## src/hw/rtl/crt_pkg.sv

```systemverilog
// ----------------------------------------------------------------------------
// crt_pkg: shared types and constants of the track tessellator
// Point, span and result layouts, fixed-point widths and register map.
// ----------------------------------------------------------------------------
package crt_pkg;

  localparam int MAX_STEPS_DEF = 32;
  localparam int QDEPTH_DEF    = 2;

  localparam int POS_W    = 32;
  localparam int FRM_W    = 16;
  localparam int POS_FRAC = 16;
  localparam int T_W      = POS_FRAC + 1;
  localparam int SPU_W    = 6;
  localparam int BASIS_SH = 19;
  localparam int ACC_SH   = 30;
  localparam int NCOMP    = 9;
  localparam int NPOS     = 3;
  localparam int NFRM     = 6;

  localparam int ADDR_W   = 3;
  localparam int PDATA_W  = 32;
  localparam logic [ADDR_W-1:0] ADDR_SPU  = 3'd0;
  localparam logic [SPU_W-1:0]  SPU_RESET = 6'd1;

  typedef struct packed {
    logic [NFRM-1:0][FRM_W-1:0] frm;
    logic [NPOS-1:0][POS_W-1:0] pos;
  } point_t;

  typedef struct packed {
    point_t [3:0] pt;
    logic         last;
  } span_t;

  typedef struct packed {
    logic [NFRM-1:0][FRM_W-1:0] frm;
    logic [NPOS-1:0][POS_W-1:0] pos;
    logic                       last;
  } result_t;

endpackage

```

## src/hw/rtl/crt_front.sv

```systemverilog
// ----------------------------------------------------------------------------
// crt_front: control point front end
// Accepts control points, keeps the four-point window and queues one
// window snapshot for every span to be tessellated.
// ----------------------------------------------------------------------------
module crt_front (
  input  logic            clk,
  input  logic            rst,
  input  logic            in_valid,
  output logic            in_ready,
  input  crt_pkg::point_t in_pt,
  input  logic            in_end,
  input  logic            q_full,
  output logic            q_push,
  output crt_pkg::span_t  q_data
);

  typedef enum logic [1:0] {
    F_IN   = 2'b01,
    F_PUSH = 2'b10
  } front_state_t;

  localparam logic [1:0] PS_EMPTY = 2'd0;
  localparam logic [1:0] PS_ONE   = 2'd1;
  localparam logic [1:0] PS_MORE  = 2'd2;

  front_state_t          fstate;
  logic [1:0]            points_seen;
  logic                  end_pend;
  crt_pkg::point_t [3:0] win;
  logic                  accept;

  assign in_ready    = (fstate == F_IN);
  assign accept      = in_ready && in_valid;
  assign q_push      = (fstate == F_PUSH) && !q_full;
  assign q_data.pt   = win;
  // The span before a pending end-of-track span is not the last of its run.
  assign q_data.last = !end_pend;

  always_ff @(posedge clk) begin
    if (rst) begin
      fstate      <= F_IN;
      points_seen <= PS_EMPTY;
      end_pend    <= 1'b0;
    end else begin
      case (fstate)
        F_IN: begin
          if (accept) begin
            case (points_seen)
              PS_EMPTY: begin
                points_seen <= in_end ? PS_EMPTY : PS_ONE;
              end
              PS_ONE: begin
                points_seen <= in_end ? PS_EMPTY : PS_MORE;
                end_pend    <= 1'b0;
                if (in_end) begin
                  fstate <= F_PUSH;
                end
              end
              default: begin
                points_seen <= in_end ? PS_EMPTY : PS_MORE;
                end_pend    <= in_end;
                fstate      <= F_PUSH;
              end
            endcase
          end
        end
        F_PUSH: begin
          if (!q_full) begin
            if (end_pend) begin
              end_pend <= 1'b0;
            end else begin
              fstate <= F_IN;
            end
          end
        end
        default: begin
          fstate <= F_IN;
        end
      endcase
    end
  end

  always_ff @(posedge clk) begin
    if ((fstate == F_IN) && accept) begin
      case (points_seen)
        PS_EMPTY: begin
          win[0] <= in_pt;
          win[1] <= in_pt;
          win[2] <= in_pt;
        end
        PS_ONE: begin
          if (in_end) begin
            // Fill the last slot and shift once more, keeping that slot.
            win[0] <= win[1];
            win[1] <= win[2];
            win[2] <= in_pt;
            win[3] <= in_pt;
          end else begin
            win[3] <= in_pt;
          end
        end
        default: begin
          win[0] <= win[1];
          win[1] <= win[2];
          win[2] <= win[3];
          win[3] <= in_pt;
        end
      endcase
    end else if ((fstate == F_PUSH) && !q_full && end_pend) begin
      win[0] <= win[1];
      win[1] <= win[2];
      win[2] <= win[3];
    end
  end

endmodule

```

## config.mk

```make
export PLATFORM = sky130hd
export DESIGN_NAME = crt_front
export DESIGN_NICKNAME = d
export VERILOG_FILES = /design/src/hw/rtl/crt_pkg.sv /design/src/hw/rtl/crt_front.sv
export SDC_FILE = /design/constraint.sdc
export NUM_CORES = 1
export LEC_CHECK = 0
export ABC_CLOCK_PERIOD_IN_PS = 140900
export BUFFER_PORTS_ARGS = -buffer_cell sky130_fd_sc_hd__buf_2
export CAP_MARGIN = 15
export CORE_AREA = 2 2 372 374
export CTS_BUF_LIST = sky130_fd_sc_hd__clkbuf_4
export DETAILED_ROUTE_END_ITERATION = 10
export DIE_AREA = 0 0 374 376
export GPL_TIMING_DRIVEN = 0
export MAX_ROUTING_LAYER = met4
export PLACE_DENSITY = 0.46
export SYNTH_ARGS = -nofsm -noshare
export SYNTH_HDL_FRONTEND = slang
export SYNTH_SLANG_ARGS = --single-unit
```

## constraint.sdc

```tcl
create_clock -name clk -period 140.9 [get_ports clk]
set_clock_uncertainty 0.15 [all_clocks]
set_input_delay 28.18 -clock clk [delete_from_list [all_inputs] [get_ports clk]]
set_output_delay 28.18 -clock clk [all_outputs]
set_load 0.01 [all_outputs]
```

==> results.toml <==
[global_routing]
grt_max_degree = 33
grt_first_pass_wirelength_microns = 159000
grt_pass1_vias = 20600
antenna_found_initial = 18
grt.total_usage = 0.163
grt_overflow = 0

[finish]
seq_area_sq_um = 23200
final_cell_mix = "970 x buf_2, 768 x edfxtp_1, 360 x mux2_4, 332 x clkbuf_4, 216 x mux2_2"
final_common_cell = "buf_2"
multiInputGateArea_sq_um = 8000
nNetsFinal = 2851
syn_to_final_growth_pct = 33.5
drive_above_1_share = 0.704
fillers = 13600

[logic_synthesis]
muxShareOfSynthArea = 0.245
synthXorXnorAreaFrac = 0
synthesis.nets = 1635
synth_warnings = 0
ys_seq_area_frac = 0.725
synth-adder-area-share = 0
synth_cell_type_count = 23
synth.avg_cell_area_sq_um = 22.2
synth-seq-cells = 773
syn_area_sq_um = 31900
synthSimpleGateAreaFrac = 0.00313
synth_top_family_by_area = "multiplexers"
synth_compound_area_frac = 0.00141
syn_inst = 1438

[setup_path]
crit_path_max_incr_delay_ns = 0.35
crit_required_ns = 112.57
endpoint_kind = "output port"
crit_slowest_cell = "nor3b_1"
cp-start-kind = "primary input"
crit_chain = "buf_2, nor3b_1, buf_2"
path_max_fanout = 3
cp_common_cell = "buf_2"
cp.arrival_ns = 28.92
path_class = "primary input to output port"

[clock_tree]
holdBufCountCts = 0
cts_buffer_depth = 3
cts_buffers = 215
clk_latency_ns = 1.16
post-cts-setup-buffers = 0
root_buffer = "clkbuf_4"
h-tree-depth = 4
post_cts_resized = 0
cts_tree = "yes"
cts_sinks = 773
path_clk_slew_ns = 0.07

[sta]
finalCritPeriodShare = 0.406
timing.fmax_mhz = 17.5
setup_slack_ns = 83.65
slew_viol_final = 0
holdWs_ns = 0.366
rsz0062_at_grt = "no"
tightest_slew_ns = 0.855
setup_tns_ns = 0
final-setup-viol-count = 0
period_needed_ns = 57.25
slew_headroom = 0.429
hold_violations = 0

[outcome]
status = "complete, no violations"

[floorplanning]
fp.coreArea_sq_um = 137000
start_util = 0.234
die_y_microns = 376
rows = 136
dieArea_sq_um = 141000
die_w_microns = 374
top_level_ports = 968

[drt]
met2_length_microns = 57000
dr.first_iter.drc_count = 1102
dr_wl_met3_microns = 10600
wirelength_met1_microns = 43900
wirelength_microns = 115000
drc = 0
drtAntennaViolNets = 0
dr.pass1.iters = 5
num_vias = 19300
dr.max_layer_used = "met4"
wl_per_cell_microns = 24.8
via_per_inst = 4.15

[pwr]
power.density_nw_per_um2 = 13.9
p_total_uw = 594
leakage_uw = 0.0175
max-vdd-ir-drop_mv = 0.00732

[min_path]
min-delay-path-class = "flop to flop"

[place]
hpwl_microns = 87000
portBuffers = 967
gp_congestion = 0.879
pre_cts_ws_ns = 83.64

[run]
drv_cap = 0
## flip-flops by register name (all words and copies together) (netlist names)
signal       cells
end_pend         1
fstate           2
points_seen      2
q_data         768
## cell usage after synthesis
cell type / instances / share of area
buf_6: 35 / 0.012
nor3b_1: 2 / 0.00047
buf_8: 23 / 0.011
a21oi_1: 3 / 0.00047
nand2_4: 1 / 0.00035
nor2_1: 4 / 0.00047
a211oi_1: 1 / 0.00024
nand4b_1: 1 / 0.00027
nand2b_1: 1 / 0.00020
mux2_2: 216 / 0.076
nand3b_1: 2 / 0.00047
and3b_1: 1 / 0.00027
edfxtp_1: 768 / 0.72
nor2b_1: 2 / 0.00039
inv_1: 2 / 0.00024
buf_2: 3 / 0.00047
dfxtp_1: 5 / 0.0031
o32ai_1: 1 / 0.00027
mux2_4: 360 / 0.17
buf_4: 3 / 0.00071
o21ai_0: 1 / 0.00016
o41ai_1: 1 / 0.00027
nand2_1: 2 / 0.00024
## report_power, final
part	leakage, uW	internal, uW	switching, uW
clock network	0.00169	113	102
logic	0.00847	44.2	49.2
registers	0.00738	277	9.02
## per-stage QoR
step	util	cells	area, sq um
floorplan	-	1438	31900
global placement	0.286	4199	39000
detailed placement	0.291	4231	39700
CTS	0.312	4623	42600
global route	0.312	4643	42600
finish	0.312	4644	42600
## per-layer routing
metal  up-vias  GRT usage
met3       179     0.0692
met4         0     0.0600
met2       886      0.266
li1       8365          -
met5         -          -
met1      9831      0.175
## critical path, delay by kind of cell
family / cells / cell delay (ns)
buffers and inverters: 2 / 0.38
AND/OR/NAND/NOR: 1 / 0.35
## cells by family after synthesis
family / Yosys count
AOI/OAI and AO/OA: 7
DFF: 773
buffers and inverters: 66
muxes: 576
and+or+nand+nor: 16
## cell type report
| cell class | count | area share |
|---|---|---|
| clock buffer | 332 | 0.0585 |
| sequential | 773 | 0.543 |
| antenna | 21 | 0.00123 |
| inverter | 2 | 0.000176 |
| clock inverter | 60 | 0.00819 |
| buffer | 64 | 0.0182 |
| tap | 1794 | 0.0527 |
| timing repair buffer | 999 | 0.130 |
| multi-input combinational | 599 | 0.188 |
## final timing paths
kind | start | endpoint | slack [ns] | cells past startpoint
worst max-delay path | q_full | q_push | 83.65 | 3
worst min-delay path | points_seen[0]$_SDFFE_PP0P_ | points_seen[0]$_SDFFE_PP0P_ | 0.37 | 2
worst max register to register | fstate[1]$_SDFFE_PP0P_ | q_data[148]$_DFFE_PP_ | 137.26 | 10
worst min register to register | points_seen[0]$_SDFFE_PP0P_ | points_seen[0]$_SDFFE_PP0P_ | 0.37 | 2
Power figures use the tool's default switching activity.
