### src/hw/rtl/crt_pkg.sv
// ----------------------------------------------------------------------------
// crt_pkg: shared types and constants of the track tessellator
// Point, span and result layouts, fixed-point widths and register map.
// ----------------------------------------------------------------------------
package crt_pkg;

  localparam int MAX_STEPS_DEF = 32;
  localparam int QDEPTH_DEF    = 2;

  localparam int POS_W    = 32;
  localparam int FRM_W    = 16;
  localparam int POS_FRAC = 16;
  localparam int T_W      = POS_FRAC + 1;
  localparam int SPU_W    = 6;
  localparam int BASIS_SH = 19;
  localparam int ACC_SH   = 30;
  localparam int NCOMP    = 9;
  localparam int NPOS     = 3;
  localparam int NFRM     = 6;

  localparam int ADDR_W   = 3;
  localparam int PDATA_W  = 32;
  localparam logic [ADDR_W-1:0] ADDR_SPU  = 3'd0;
  localparam logic [SPU_W-1:0]  SPU_RESET = 6'd1;

  typedef struct packed {
    logic [NFRM-1:0][FRM_W-1:0] frm;
    logic [NPOS-1:0][POS_W-1:0] pos;
  } point_t;

  typedef struct packed {
    point_t [3:0] pt;
    logic         last;
  } span_t;

  typedef struct packed {
    logic [NFRM-1:0][FRM_W-1:0] frm;
    logic [NPOS-1:0][POS_W-1:0] pos;
    logic                       last;
  } result_t;

endpackage

### src/hw/rtl/crt_queue.sv
// ----------------------------------------------------------------------------
// crt_queue: span queue
// Small first-in first-out buffer between the point front end and the
// interpolation back end.
// ----------------------------------------------------------------------------
module crt_queue #(
  parameter int W     = $bits(crt_pkg::span_t),
  parameter int DEPTH = crt_pkg::QDEPTH_DEF
) (
  input  logic         clk,
  input  logic         rst,
  input  logic         push,
  input  logic [W-1:0] wdata,
  output logic         full,
  input  logic         pop,
  output logic [W-1:0] rdata,
  output logic         empty
);

  localparam int PTR_W = (DEPTH > 1) ? $clog2(DEPTH) : 1;
  localparam int CNT_W = $clog2(DEPTH + 1);
  localparam logic [PTR_W-1:0] PTR_LAST = PTR_W'(DEPTH - 1);
  localparam logic [CNT_W-1:0] CNT_FULL = CNT_W'(DEPTH);

  logic [W-1:0]     mem [DEPTH];
  logic [PTR_W-1:0] wptr;
  logic [PTR_W-1:0] rptr;
  logic [CNT_W-1:0] count;

  assign full  = (count == CNT_FULL);
  assign empty = (count == '0);
  assign rdata = mem[rptr];

  always_ff @(posedge clk) begin
    if (rst) begin
      wptr  <= '0;
      rptr  <= '0;
      count <= '0;
    end else begin
      if (push) begin
        wptr <= (wptr == PTR_LAST) ? '0 : wptr + 1'b1;
      end
      if (pop) begin
        rptr <= (rptr == PTR_LAST) ? '0 : rptr + 1'b1;
      end
      if (push && !pop) begin
        count <= count + 1'b1;
      end else if (pop && !push) begin
        count <= count - 1'b1;
      end
    end
  end

  always_ff @(posedge clk) begin
    if (push) begin
      mem[wptr] <= wdata;
    end
  end

endmodule

### config.mk
export PLATFORM = sky130hd
export DESIGN_NAME = crt_queue
export DESIGN_NICKNAME = d
export VERILOG_FILES = /design/src/hw/rtl/crt_pkg.sv /design/src/hw/rtl/crt_queue.sv
export SDC_FILE = /design/constraint.sdc
export NUM_CORES = 1
export LEC_CHECK = 0
export BUFFER_PORTS_ARGS = -buffer_cell sky130_fd_sc_hd__buf_4
export CELL_PAD_IN_SITES_DETAIL_PLACEMENT = 1
export CELL_PAD_IN_SITES_GLOBAL_PLACEMENT = 2
export CORE_AREA = 2 2 595 597
export CTS_CLUSTER_SIZE = 28
export DETAILED_ROUTE_END_ITERATION = 16
export DIE_AREA = 0 0 597 599
export PLACE_DENSITY_LB_ADDON = 0.08
export SETUP_SLACK_MARGIN = 0.05
export SYNTH_ARGS = -nofsm -noshare
export SYNTH_HDL_FRONTEND = slang
export SYNTH_SLANG_ARGS = --single-unit
### constraint.sdc
create_clock -name clk -period 95.9 [get_ports clk]
set_clock_uncertainty 0.05 [all_clocks]
set_input_delay 4.795 -clock clk [delete_from_list [all_inputs] [get_ports clk]]
set_output_delay 4.795 -clock clk [all_outputs]
set_load 0.005 [all_outputs]
==> impl_metrics.env, run 1 <==
export IMPL_leakage_nw=29.9
export IMPL_power_sequential_fraction_pct=46.0
export IMPL_cts_buffers_inserted=202
export IMPL_ctsResizeCount=0
export IMPL_gr_overflow_total=0
export IMPL_fp_dieH_um=599
export IMPL_highest_layer="met5"
export IMPL_cts_setup_buffers=0
export IMPL_maxSlewHeadroom_pct=32.7
export IMPL_pin_count=1544
export IMPL_cpMostUsedCell="buf_4"
export IMPL_grt_setup_unrepaired="false"
export IMPL_ys_seq_elements=1543
export IMPL_clkPwrFrac_pct=41.2
export IMPL_grt_pass1_vias=32700
export IMPL_net_switching_power_w=0.000420
export IMPL_post_synth_instance_area_um2=57700
export IMPL_gp_congestion=0.733
export IMPL_number_of_vias_per_cell=3.43
export IMPL_synth_cells=2415
export IMPL_regToRegStartpoint="wptr$_SDFFE_PP0P_"
export IMPL_routed_via_count=30600
export IMPL_clock_latency_at_the_later_pin_of_the_worst_skew_pair_ns=0.86
export IMPL_final_hold_violation_count=0
export IMPL_routed_wl_met2_um=127000
export IMPL_critPathSlowestCell="buf_4"
export IMPL_setup_violations=0
export IMPL_start_kind="register"
export IMPL_drc_errors=0
export IMPL_avgRoutedWirePerCell_um=27.9
export IMPL_p_int_w=0.00132
export IMPL_start_util_pct=16.4
export IMPL_grt_first_pass_wirelength_um=320000
export IMPL_grt_resource_usage_total_pct=13.3
export IMPL_critPathRequiredTime_ns=91.06
export IMPL_ff2ff_path_depth=5
export IMPL_worstReg2RegEnd="mem[1][552]$_DFFE_PP_"
export IMPL_layout_drive_gt1_share_pct=61.0
export IMPL_timing_critical_path_cells="buf_12 -> buf_4 -> buf_4 -> buf_4 -> buf_4 -> mux2_4 -> buf_4"
export IMPL_postCtsHoldBufs=0
export IMPL_synth_cell_type_count=17
export IMPL_timing_setup_tns_ns=0
export IMPL_switching_share_pct=24.1
export IMPL_antenna_left=0
export IMPL_sequential_share_of_the_synthesized_area_pct=80.2
export IMPL_synthDominantAreaCellType="edfxtp_1"
export IMPL_clock_fmax_mhz=89.9
export IMPL_clk_transition_reported_paths_ns=0.05
export IMPL_power_density_cell_area_nw_per_um2=21.5
export IMPL_chipWidth_um=597
export IMPL_finalWirelength_um=249000
export IMPL_synth_nets=3189
export IMPL_clock_sink_count=1543
export IMPL_max_slew_worst_pin_slew_ns=1.01
export IMPL_worst_ir_drop_vdd_mv=0.0144
export IMPL_synth_top_area_share_pct=80.0
export IMPL_met3WireLength_um=31000
export IMPL_post_synth_cell_area_avg_um2=23.9
export IMPL_whs_endpoint="count[1]$_SDFFE_PP0P_"
export IMPL_drt_first_iter_violations=1374
export IMPL_tritoncts="built"
export IMPL_detail_route_wirelength_met1_um=85200
export IMPL_final_cell_mix="buf_4 (1,583), edfxtp_1 (1,538), mux2_4 (500)"
export IMPL_placeableCoreArea_um2=351000
export IMPL_critical_path_max_stage_delay_ns=0.86
export IMPL_power_share_combinational_pct=12.8
export IMPL_maxCapViolations=0
export IMPL_num_rows=218
export IMPL_layout_commonest_cell="buf_4"
export IMPL_final_cell_count_no_fill=8930
export IMPL_grt_antenna_before_repair=172
export IMPL_min_from="count[1]$_SDFFE_PP0P_"
export IMPL_clock_tree_buffer_depth=4
export IMPL_post_place_cells=8535
export IMPL_result_of_the_run="finished clean"
export IMPL_regToRegSetupSlack_ns=91.16
export IMPL_fillers=37400
export IMPL_ratio_of_final_minimum_period_to_clock_period_pct=11.6
export IMPL_worst_hold_path_num_cells=2
export IMPL_synthesis_yosys_warnings=0
export IMPL_synth_area_leaders="edfxtp_1 (80%), mux2_4 (13%), mux2_2 (5.2%)"
export IMPL_clk_root_buffer_cell="clkbuf_16"
export IMPL_grt_start_max_net_pins=134
export IMPL_end_kind="primary output"
export IMPL_area_growth_syn_to_layout_pct=40.1
export IMPL_htree_levels=4
export IMPL_hold_class="reg2reg"
export IMPL_final_util_pct=23.0
export IMPL_design_die_area_um2=358000
export IMPL_drv_slew=0
export IMPL_dp_final_hpwl_um=190000
export IMPL_timing_critical_path_fanout_max=133
export IMPL_setup_worst_path_class="reg2out"
export IMPL_critPathArrivalTime_ns=6.28
export IMPL_iteration_count_of_the_initial_detailed_routing_pass=4
export IMPL_post_route_min_period_ns=11.12
export IMPL_final_net_count=4893
export IMPL_port_buffers=1543
## cells by family after synthesis
| family | after synthesis | synth area share (%) |
|---|---|---|
| DFF | 1543 | 80.2 |
| muxes | 769 | 18.3 |
| buffers and inverters | 87 | 1.36 |
| and+or+nand+nor | 9 | 0.0759 |
| xor gates and xnor gates | 4 | 0.0607 |
| AOI/OAI and AO/OA | 2 | 0.0173 |
| adders and majority gates | 1 | 0.0217 |
## worst max-delay path by stage
stage / from / to
2_1_floorplan: push / mem[0][0]$_DFFE_PP_
3_3_place_gp: register / rdata[637]
3_5_place_dp: register / rdata[525]
4_1_cts: register / rdata[525]
5_1_grt: register / rdata[567]
6_report: register / rdata[634]
## cell usage after synthesis (all sizes together)
cell    count
edfxtp   1538
mux2      769
buf        86
dfxtp       5
nor2        5
nor2b       2
xnor2       2
xor2        2
a21oi       1
and2        1
ha          1
inv         1
o21ai       1
or3         1
## power by group through the flow
| stage | logic, W | clock network [W] | registers, W |
|---|---|---|---|
| after floorplan | 0.0000941 | 0 | 0.000855 |
| after global placement | 0.000233 | 0 | 0.000814 |
| after detailed placement | 0.000233 | 0 | 0.000814 |
| after CTS | 0.000234 | 0.000754 | 0.000800 |
| after global routing | 0.000241 | 0.000774 | 0.000804 |
| final | 0.000223 | 0.000717 | 0.000800 |
## layer usage
layer  GRT usage [%]  vias to the layer above
met4            2.45                      114
met3            7.79                      531
met5               0                        -
met2            24.0                     1356
li1                -                    13200
met1            13.2                    15400
## sequential cells by signal, summed over array words and instances, names as in the netlist, named ones only
signal,count
rptr,1
count,2
wptr,1
mem,1538
## worst max-delay path, delay by kind of cell, from the launching register on
family                 cells  cell delay, ns
buffers and inverters      6            3.93
muxes                      1            0.36
DFF                        1            0.75
## final cells by class
cell class	count	area [um^2]	share of cell area (%)
clock inverter	95	811	1.00
tap	4620	5780	7.15
clock buffer	267	5320	6.58
sequential	1543	46300	57.2
multi-input combinational	785	10600	13.2
timing repair buffer	1586	11900	14.8
inverter	1	3.75	0.00464
antenna	33	82.6	0.102
## per-stage QoR
step                total power [W]  worst slack (ns)  hold slack (ns)  cell area, um^2
finish                      0.00174             84.78            0.467            80900
global route                0.00182             84.25            0.510            80800
CTS                         0.00179             84.33            0.473            80800
detailed placement          0.00105             85.31            0.458            74700
global placement            0.00105             85.30            0.441            74700
floorplan                  0.000949             56.11            0.411            57700
No activity file was read; power rests on OpenSTA's default activity.
==> inputs of run 2 (changes only) <==
--- a/config.mk
+++ b/config.mk
@@ -8,10 +8,10 @@
 export BUFFER_PORTS_ARGS = -buffer_cell sky130_fd_sc_hd__buf_4
 export CELL_PAD_IN_SITES_DETAIL_PLACEMENT = 1
 export CELL_PAD_IN_SITES_GLOBAL_PLACEMENT = 2
-export CORE_AREA = 2 2 595 597
+export CORE_AREA = 2 2 603 605
 export CTS_CLUSTER_SIZE = 28
 export DETAILED_ROUTE_END_ITERATION = 16
-export DIE_AREA = 0 0 597 599
+export DIE_AREA = 0 0 605 607
 export PLACE_DENSITY_LB_ADDON = 0.08
 export SETUP_SLACK_MARGIN = 0.05
 export SYNTH_ARGS = -nofsm -noshare
==> constraint.sdc (replaced) <==
create_clock -name clk -period 10.5 [get_ports clk]
set_clock_uncertainty 0.05 [all_clocks]
set_input_delay 0.525 -clock clk [delete_from_list [all_inputs] [get_ports clk]]
set_output_delay 0.525 -clock clk [all_outputs]
set_load 0.005 [all_outputs]
==> run 2 against run 1 <==
Effect of this change:
- critical path depth is 3 lower
- clock power grew to 9.5 times the previous value
- count of clock-buffer cells in the layout is 6 lower
- wire length is 0.91% lower
- flip-flop and latch count stayed put
- die area is 2.7% higher
- cell area is 10% higher
- final cell count is 11% higher
- combinational power grew to 11 times the previous value
- register-to-register slack worse by 84 ns
- largest cell class unchanged
==> impl_metrics.env, run 2 (synthesized netlist as in run 1, its figures left out) <==
export IMPL_result_of_the_run="finished clean"
export IMPL_critPathArrivalTime_ns=3.93
export IMPL_cpMostUsedCell="buf_4"
export IMPL_avgRoutedWirePerCell_um=24.9
export IMPL_setup_worst_path_class="reg2out"
export IMPL_min_from="wdata[159]"
export IMPL_end_kind="primary output"
export IMPL_grt_start_max_net_pins=125
export IMPL_grt_pass1_vias=36500
export IMPL_tritoncts="built"
export IMPL_setup_violations=0
export IMPL_clock_fmax_mhz=222
export IMPL_dp_final_hpwl_um=181000
export IMPL_clock_sink_count=1543
export IMPL_fillers=38400
export IMPL_grt_first_pass_wirelength_um=321000
export IMPL_pin_count=1544
export IMPL_max_slew_worst_pin_slew_ns=1.16
export IMPL_maxCapViolations=0
export IMPL_cp_top_family="buffers and inverters"
export IMPL_port_buffers=1543
export IMPL_antenna_left=0
export IMPL_layout_drive_gt1_share_pct=51.7
export IMPL_cts_setup_buffers=0
export IMPL_worst_hold_path_num_cells=2
export IMPL_number_of_vias_per_cell=3.37
export IMPL_cts_buffers_inserted=207
export IMPL_htree_levels=4
export IMPL_power_density_cell_area_nw_per_um2=184
export IMPL_layout_commonest_cell="buf_4"
export IMPL_chipWidth_um=605
export IMPL_ratio_of_final_minimum_period_to_clock_period_pct=42.9
export IMPL_regToRegStartpoint="wptr$_SDFFE_PP0P_"
export IMPL_timing_critical_path_fanout_max=89
export IMPL_critPathRequiredTime_ns=9.93
export IMPL_start_util_pct=16.0
export IMPL_drt_first_iter_violations=1396
export IMPL_hold_class="in2reg"
export IMPL_path_buf_inv=3
export IMPL_final_net_count=5660
export IMPL_postCtsHoldBufs=773
export IMPL_drv_slew=0
export IMPL_grt_setup_unrepaired="false"
export IMPL_gr_overflow_total=0
export IMPL_whs_endpoint="mem[0][159]$_DFFE_PP_"
export IMPL_leakage_nw=33.2
export IMPL_num_rows=221
export IMPL_ff2ff_path_depth=3
export IMPL_critPathSlowestCell="buf_4"
export IMPL_max_reg_flops=1538
export IMPL_timing_critical_path_cells="buf_12 -> buf_4 -> mux2_2 -> buf_4"
export IMPL_worstReg2RegEnd="mem[1][680]$_DFFE_PP_"
export IMPL_finalWirelength_um=247000
export IMPL_clk_transition_reported_paths_ns=0.06
export IMPL_routed_via_count=33300
export IMPL_worst_ir_drop_vdd_mv=0.133
export IMPL_placeableCoreArea_um2=361000
export IMPL_final_util_pct=24.7
export IMPL_design_die_area_um2=367000
export IMPL_regToRegSetupSlack_ns=7.34
export IMPL_clk_root_buffer_cell="clkbuf_16"
export IMPL_clock_latency_at_the_later_pin_of_the_worst_skew_pair_ns=0.85
export IMPL_critical_path_max_stage_delay_ns=0.89
export IMPL_gp_congestion=0.758
export IMPL_post_route_min_period_ns=4.51
export IMPL_ctsResizeCount=0
export IMPL_drc_errors=0
export IMPL_final_hold_violation_count=0
export IMPL_area_growth_syn_to_layout_pct=54.5
export IMPL_grt_resource_usage_total_pct=12.8
export IMPL_final_area_um2=89200
export IMPL_final_cell_mix="buf_4 (1,561), edfxtp_1 (1,538), dlygate4sd3_1 (773)"
export IMPL_reg_largest_list="mem (1538), count (2)"
export IMPL_fp_dieH_um=607
export IMPL_grt_antenna_before_repair=161
export IMPL_start_kind="register"
export IMPL_iteration_count_of_the_initial_detailed_routing_pass=4
export IMPL_detailed_place_area_um2=74900
export IMPL_max_flop_register="mem"
export IMPL_maxSlewHeadroom_pct=22.8
export IMPL_clock_tree_buffer_depth=4
-- run 2: cell count changes in the layout (fill, tap and decap cells not counted), moves of 9 or more --
cell           delta
clkbuf_1         -13
buf_4            -22
clkinv_1          +9
dlygate4sd3_1   +773
diode_2          +12
buf_12           +11
-- run 2: layout make-up --
cell class	instances	area, um^2	share of cell area, %
sequential	1543	46300	51.9
timing repair buffer	2348	19700	22.1
multi-input combinational	785	10600	11.9
tap	4794	6000	6.73
clock buffer	261	5450	6.11
clock inverter	109	933	1.05
antenna	45	113	0.126
inverter	1	3.75	0.00421
-- run 2: through the flow --
step	hold slack [ns]	worst slack (ns)	instances	power, W	TNS, ns
global route	0.229	5.70	9878	0.0171	0
finish	0.311	5.99	9886	0.0164	0
detailed placement	0.456	6.78	8698	0.00957	0
CTS	0.179	5.78	9841	0.0169	0
floorplan	0.411	-1.98	2415	0.00840	-1524.59
global placement	0.451	6.78	8698	0.00956	0
-- run 2: worst max path at each step --
stage	slack [ns]	depth (start not counted)	end	startpoint
2_1_floorplan	-1.98	1	mem[0][0]$_DFFE_PP_	push
3_3_place_gp	6.78	4	rdata[215]	register
3_5_place_dp	6.78	4	rdata[215]	register
4_1_cts	5.78	4	rdata[215]	register
5_1_grt	5.70	4	rdata[215]	register
6_report	5.99	4	rdata[215]	register
-- run 2: worst reg2reg max path, stage by stage, from the launching register on --
cell and delay, ns:
dfxtp_1 0.42, and2_4 0.59, buf_12 0.55, buf_4 1.07
-- run 2: routing by layer --
layer | share of wire, % | routed length, um | vias to the layer above | track usage, %
li1 | - | - | 14700 | -
met1 | 34 | 83800 | 16700 | 12.6
met2 | 53 | 132000 | 1278 | 24.1
met3 | 8.0 | 19700 | 553 | 4.75
met4 | 4.5 | 11000 | 46 | 5.07
met5 | 0.12 | 296 | - | 0
-- run 2: power breakdown --
part	internal, W	switching [W]
Clock	0.00395	0.00284
Sequential	0.00721	0.0000912
Combinational	0.00124	0.00111
Total	0.0124	0.00404
==> inputs of run 3 (changes only) <==
--- a/config.mk
+++ b/config.mk
@@ -8,10 +8,10 @@
 export BUFFER_PORTS_ARGS = -buffer_cell sky130_fd_sc_hd__buf_4
 export CELL_PAD_IN_SITES_DETAIL_PLACEMENT = 1
 export CELL_PAD_IN_SITES_GLOBAL_PLACEMENT = 2
-export CORE_AREA = 2 2 603 605
+export CORE_AREA = 2 2 600 602
 export CTS_CLUSTER_SIZE = 28
 export DETAILED_ROUTE_END_ITERATION = 16
-export DIE_AREA = 0 0 605 607
+export DIE_AREA = 0 0 602 604
 export PLACE_DENSITY_LB_ADDON = 0.08
 export SETUP_SLACK_MARGIN = 0.05
 export SYNTH_ARGS = -nofsm -noshare
==> constraint.sdc (replaced) <==
create_clock -name clk -period 3.85 [get_ports clk]
set_clock_uncertainty 0.05 [all_clocks]
set_input_delay 0.1925 -clock clk [delete_from_list [all_inputs] [get_ports clk]]
set_output_delay 0.1925 -clock clk [all_outputs]
set_load 0.005 [all_outputs]
==> run 3 against run 2 <==
Effect of this change:
- sequential power increased to 2.7 times the previous value
- hold slack got worse by 0.22 ns
- register-to-register slack got worse by 5.7 ns
==> impl_metrics.env, run 3 (synthesized netlist as in run 1, its figures left out) <==
export IMPL_number_of_vias_per_cell=3.43
export IMPL_worst_ir_drop_vdd_mv=0.316
export IMPL_grt_antenna_before_repair=153
export IMPL_detailed_place_area_um2=75800
export IMPL_area_growth_syn_to_layout_pct=66.5
export IMPL_clock_sink_count=1543
export IMPL_switching_share_pct=24.3
export IMPL_chipWidth_um=602
export IMPL_placeableCoreArea_um2=358000
export IMPL_worst_hold_path_num_cells=2
export IMPL_grt_resource_usage_total_pct=13.4
export IMPL_layout_drive_gt1_share_pct=46.6
export IMPL_start_util_pct=16.1
export IMPL_num_rows=220
export IMPL_timing_critical_path_cells="buf_12 -> mux2_2 -> buf_4"
export IMPL_maxCapViolations=0
export IMPL_clk_transition_reported_paths_ns=0.05
export IMPL_power_density_cell_area_nw_per_um2=471
export IMPL_finalWirelength_um=253000
export IMPL_ratio_of_final_minimum_period_to_clock_period_pct=82.5
export IMPL_regToRegSetupSlack_ns=1.64
export IMPL_end_kind="primary output"
export IMPL_result_of_the_run="finished clean"
export IMPL_critPathArrivalTime_ns=2.93
export IMPL_routed_via_count=36200
export IMPL_grt_first_pass_wirelength_um=339000
export IMPL_net_switching_power_w=0.0110
export IMPL_timing_critical_path_fanout_max=64
export IMPL_regToRegStartpoint="count[0]$_SDFFE_PP0P_"
export IMPL_dp_final_hpwl_um=189000
export IMPL_critPathSlowestCell="dfxtp_4"
export IMPL_final_cell_mix="buf_4 (1,582), edfxtp_1 (1,538), dlygate4sd3_1 (1,390)"
export IMPL_power_share_combinational_pct=15.6
export IMPL_max_slew_worst_pin_slew_ns=0.880
export IMPL_max_flop_register="mem"
export IMPL_drt_first_iter_violations=1565
export IMPL_drc_errors=0
export IMPL_post_route_min_period_ns=3.18
export IMPL_final_area_um2=96100
export IMPL_ff2ff_path_depth=5
export IMPL_whs_endpoint="mem[1][443]$_DFFE_PP_"
export IMPL_tritoncts="built"
export IMPL_worstReg2RegEnd="count[1]$_SDFFE_PP0P_"
export IMPL_clock_fmax_mhz=315
export IMPL_maxSlewHeadroom_pct=41.3
export IMPL_design_die_area_um2=364000
export IMPL_setup_worst_path_class="reg2out"
export IMPL_fp_dieH_um=604
export IMPL_pin_count=1544
export IMPL_avgRoutedWirePerCell_um=24.0
export IMPL_timing_setup_tns_ns=0
export IMPL_htree_levels=4
export IMPL_p_int_w=0.0342
export IMPL_critical_path_max_stage_delay_ns=0.90
export IMPL_start_kind="register"
export IMPL_reg_largest_list="mem (1538), count (2)"
export IMPL_grt_setup_unrepaired="false"
export IMPL_port_buffers=1543
export IMPL_fillers=37900
export IMPL_drv_slew=0
export IMPL_critPathRequiredTime_ns=3.61
export IMPL_min_from="wdata[443]"
export IMPL_clk_root_buffer_cell="clkbuf_16"
export IMPL_clock_latency_at_the_later_pin_of_the_worst_skew_pair_ns=0.86
export IMPL_gr_overflow_total=0
export IMPL_setup_violations=0
export IMPL_clkPwrFrac_pct=40.4
export IMPL_antenna_left=0
export IMPL_gp_congestion=0.745
export IMPL_leakage_nw=36.2
export IMPL_cts_buffers_inserted=207
export IMPL_grt_start_max_net_pins=89
export IMPL_final_hold_violation_count=0
export IMPL_final_net_count=6334
export IMPL_iteration_count_of_the_initial_detailed_routing_pass=5
export IMPL_grt_pass1_vias=39600
export IMPL_power_sequential_fraction_pct=43.9
export IMPL_layout_commonest_cell="buf_4"
export IMPL_clock_tree_buffer_depth=4
export IMPL_max_reg_flops=1538
export IMPL_hold_class="in2reg"
## run 3: power by group through the flow
stage	registers [W]	logic [W]	clock network, W
global placement	0.0202	0.00608	0
finish	0.0199	0.00708	0.0183
floorplan	0.0206	0.00234	0
global route	0.0200	0.00760	0.0197
CTS	0.0199	0.00742	0.0192
detailed placement	0.0202	0.00608	0
## run 3: routing by layer
layer / track usage, % / routed length, um / vias to the layer above
li1: - / - / 16100
met1: 13.7 / 89000 / 18400
met2: 25.9 / 137000 / 1191
met5: 0 / 181 / -
met3: 4.74 / 19300 / 483
met4: 3.00 / 7060 / 28
## run 3: area by class of cell
type,count,area [um^2],area share [%]
timing repair buffer,3022,26800,27.9
antenna,56,140,0.146
sequential,1543,46300,48.2
inverter,1,3.75,0.00391
tap,4773,5970,6.21
clock inverter,82,703,0.732
multi-input combinational,785,10600,11.1
clock buffer,278,5550,5.78
## run 3: how the worst max path moves through the flow
stage	endpoint	slack, ns	cells past startpoint
2_1_floorplan	mem[0][0]$_DFFE_PP_	-8.30	1
4_1_cts	rdata[702]	0.41	3
3_5_place_dp	rdata[702]	1.39	3
3_3_place_gp	rdata[208]	1.41	3
6_report	rdata[215]	0.67	3
5_1_grt	rdata[260]	0.42	4
## run 3: per-stage QoR
step | hold WS (ns) | total power [W] | util [%] | setup slack [ns] | std cells
floorplan | 0.207 | 0.0229 | - | -8.30 | 2415
CTS | 0.000126 | 0.0465 | 26.8 | 0.406 | 10500
detailed placement | 0.330 | 0.0263 | 21.2 | 1.39 | 8734
global placement | 0.327 | 0.0263 | 21.2 | 1.41 | 8734
finish | 0.0944 | 0.0453 | 26.9 | 0.673 | 10500
global route | 0.0117 | 0.0473 | 26.9 | 0.416 | 10500
## run 3: repair_timing
| item | CTS | global route |
|---|---|---|
| endpoints found under the hold margin | 1548 | 0 |
| resized for setup | 0 | 0 |
| buffers inserted | 0 | 0 |
| hold buffers | 1390 | 0 |
## run 3: worst max-delay path: cells and delay by family (launching register included)
kind / cells / cell delay, ns
buffers and inverters: 2 / 0.64
flip-flops: 1 / 0.90
multiplexers: 1 / 0.40
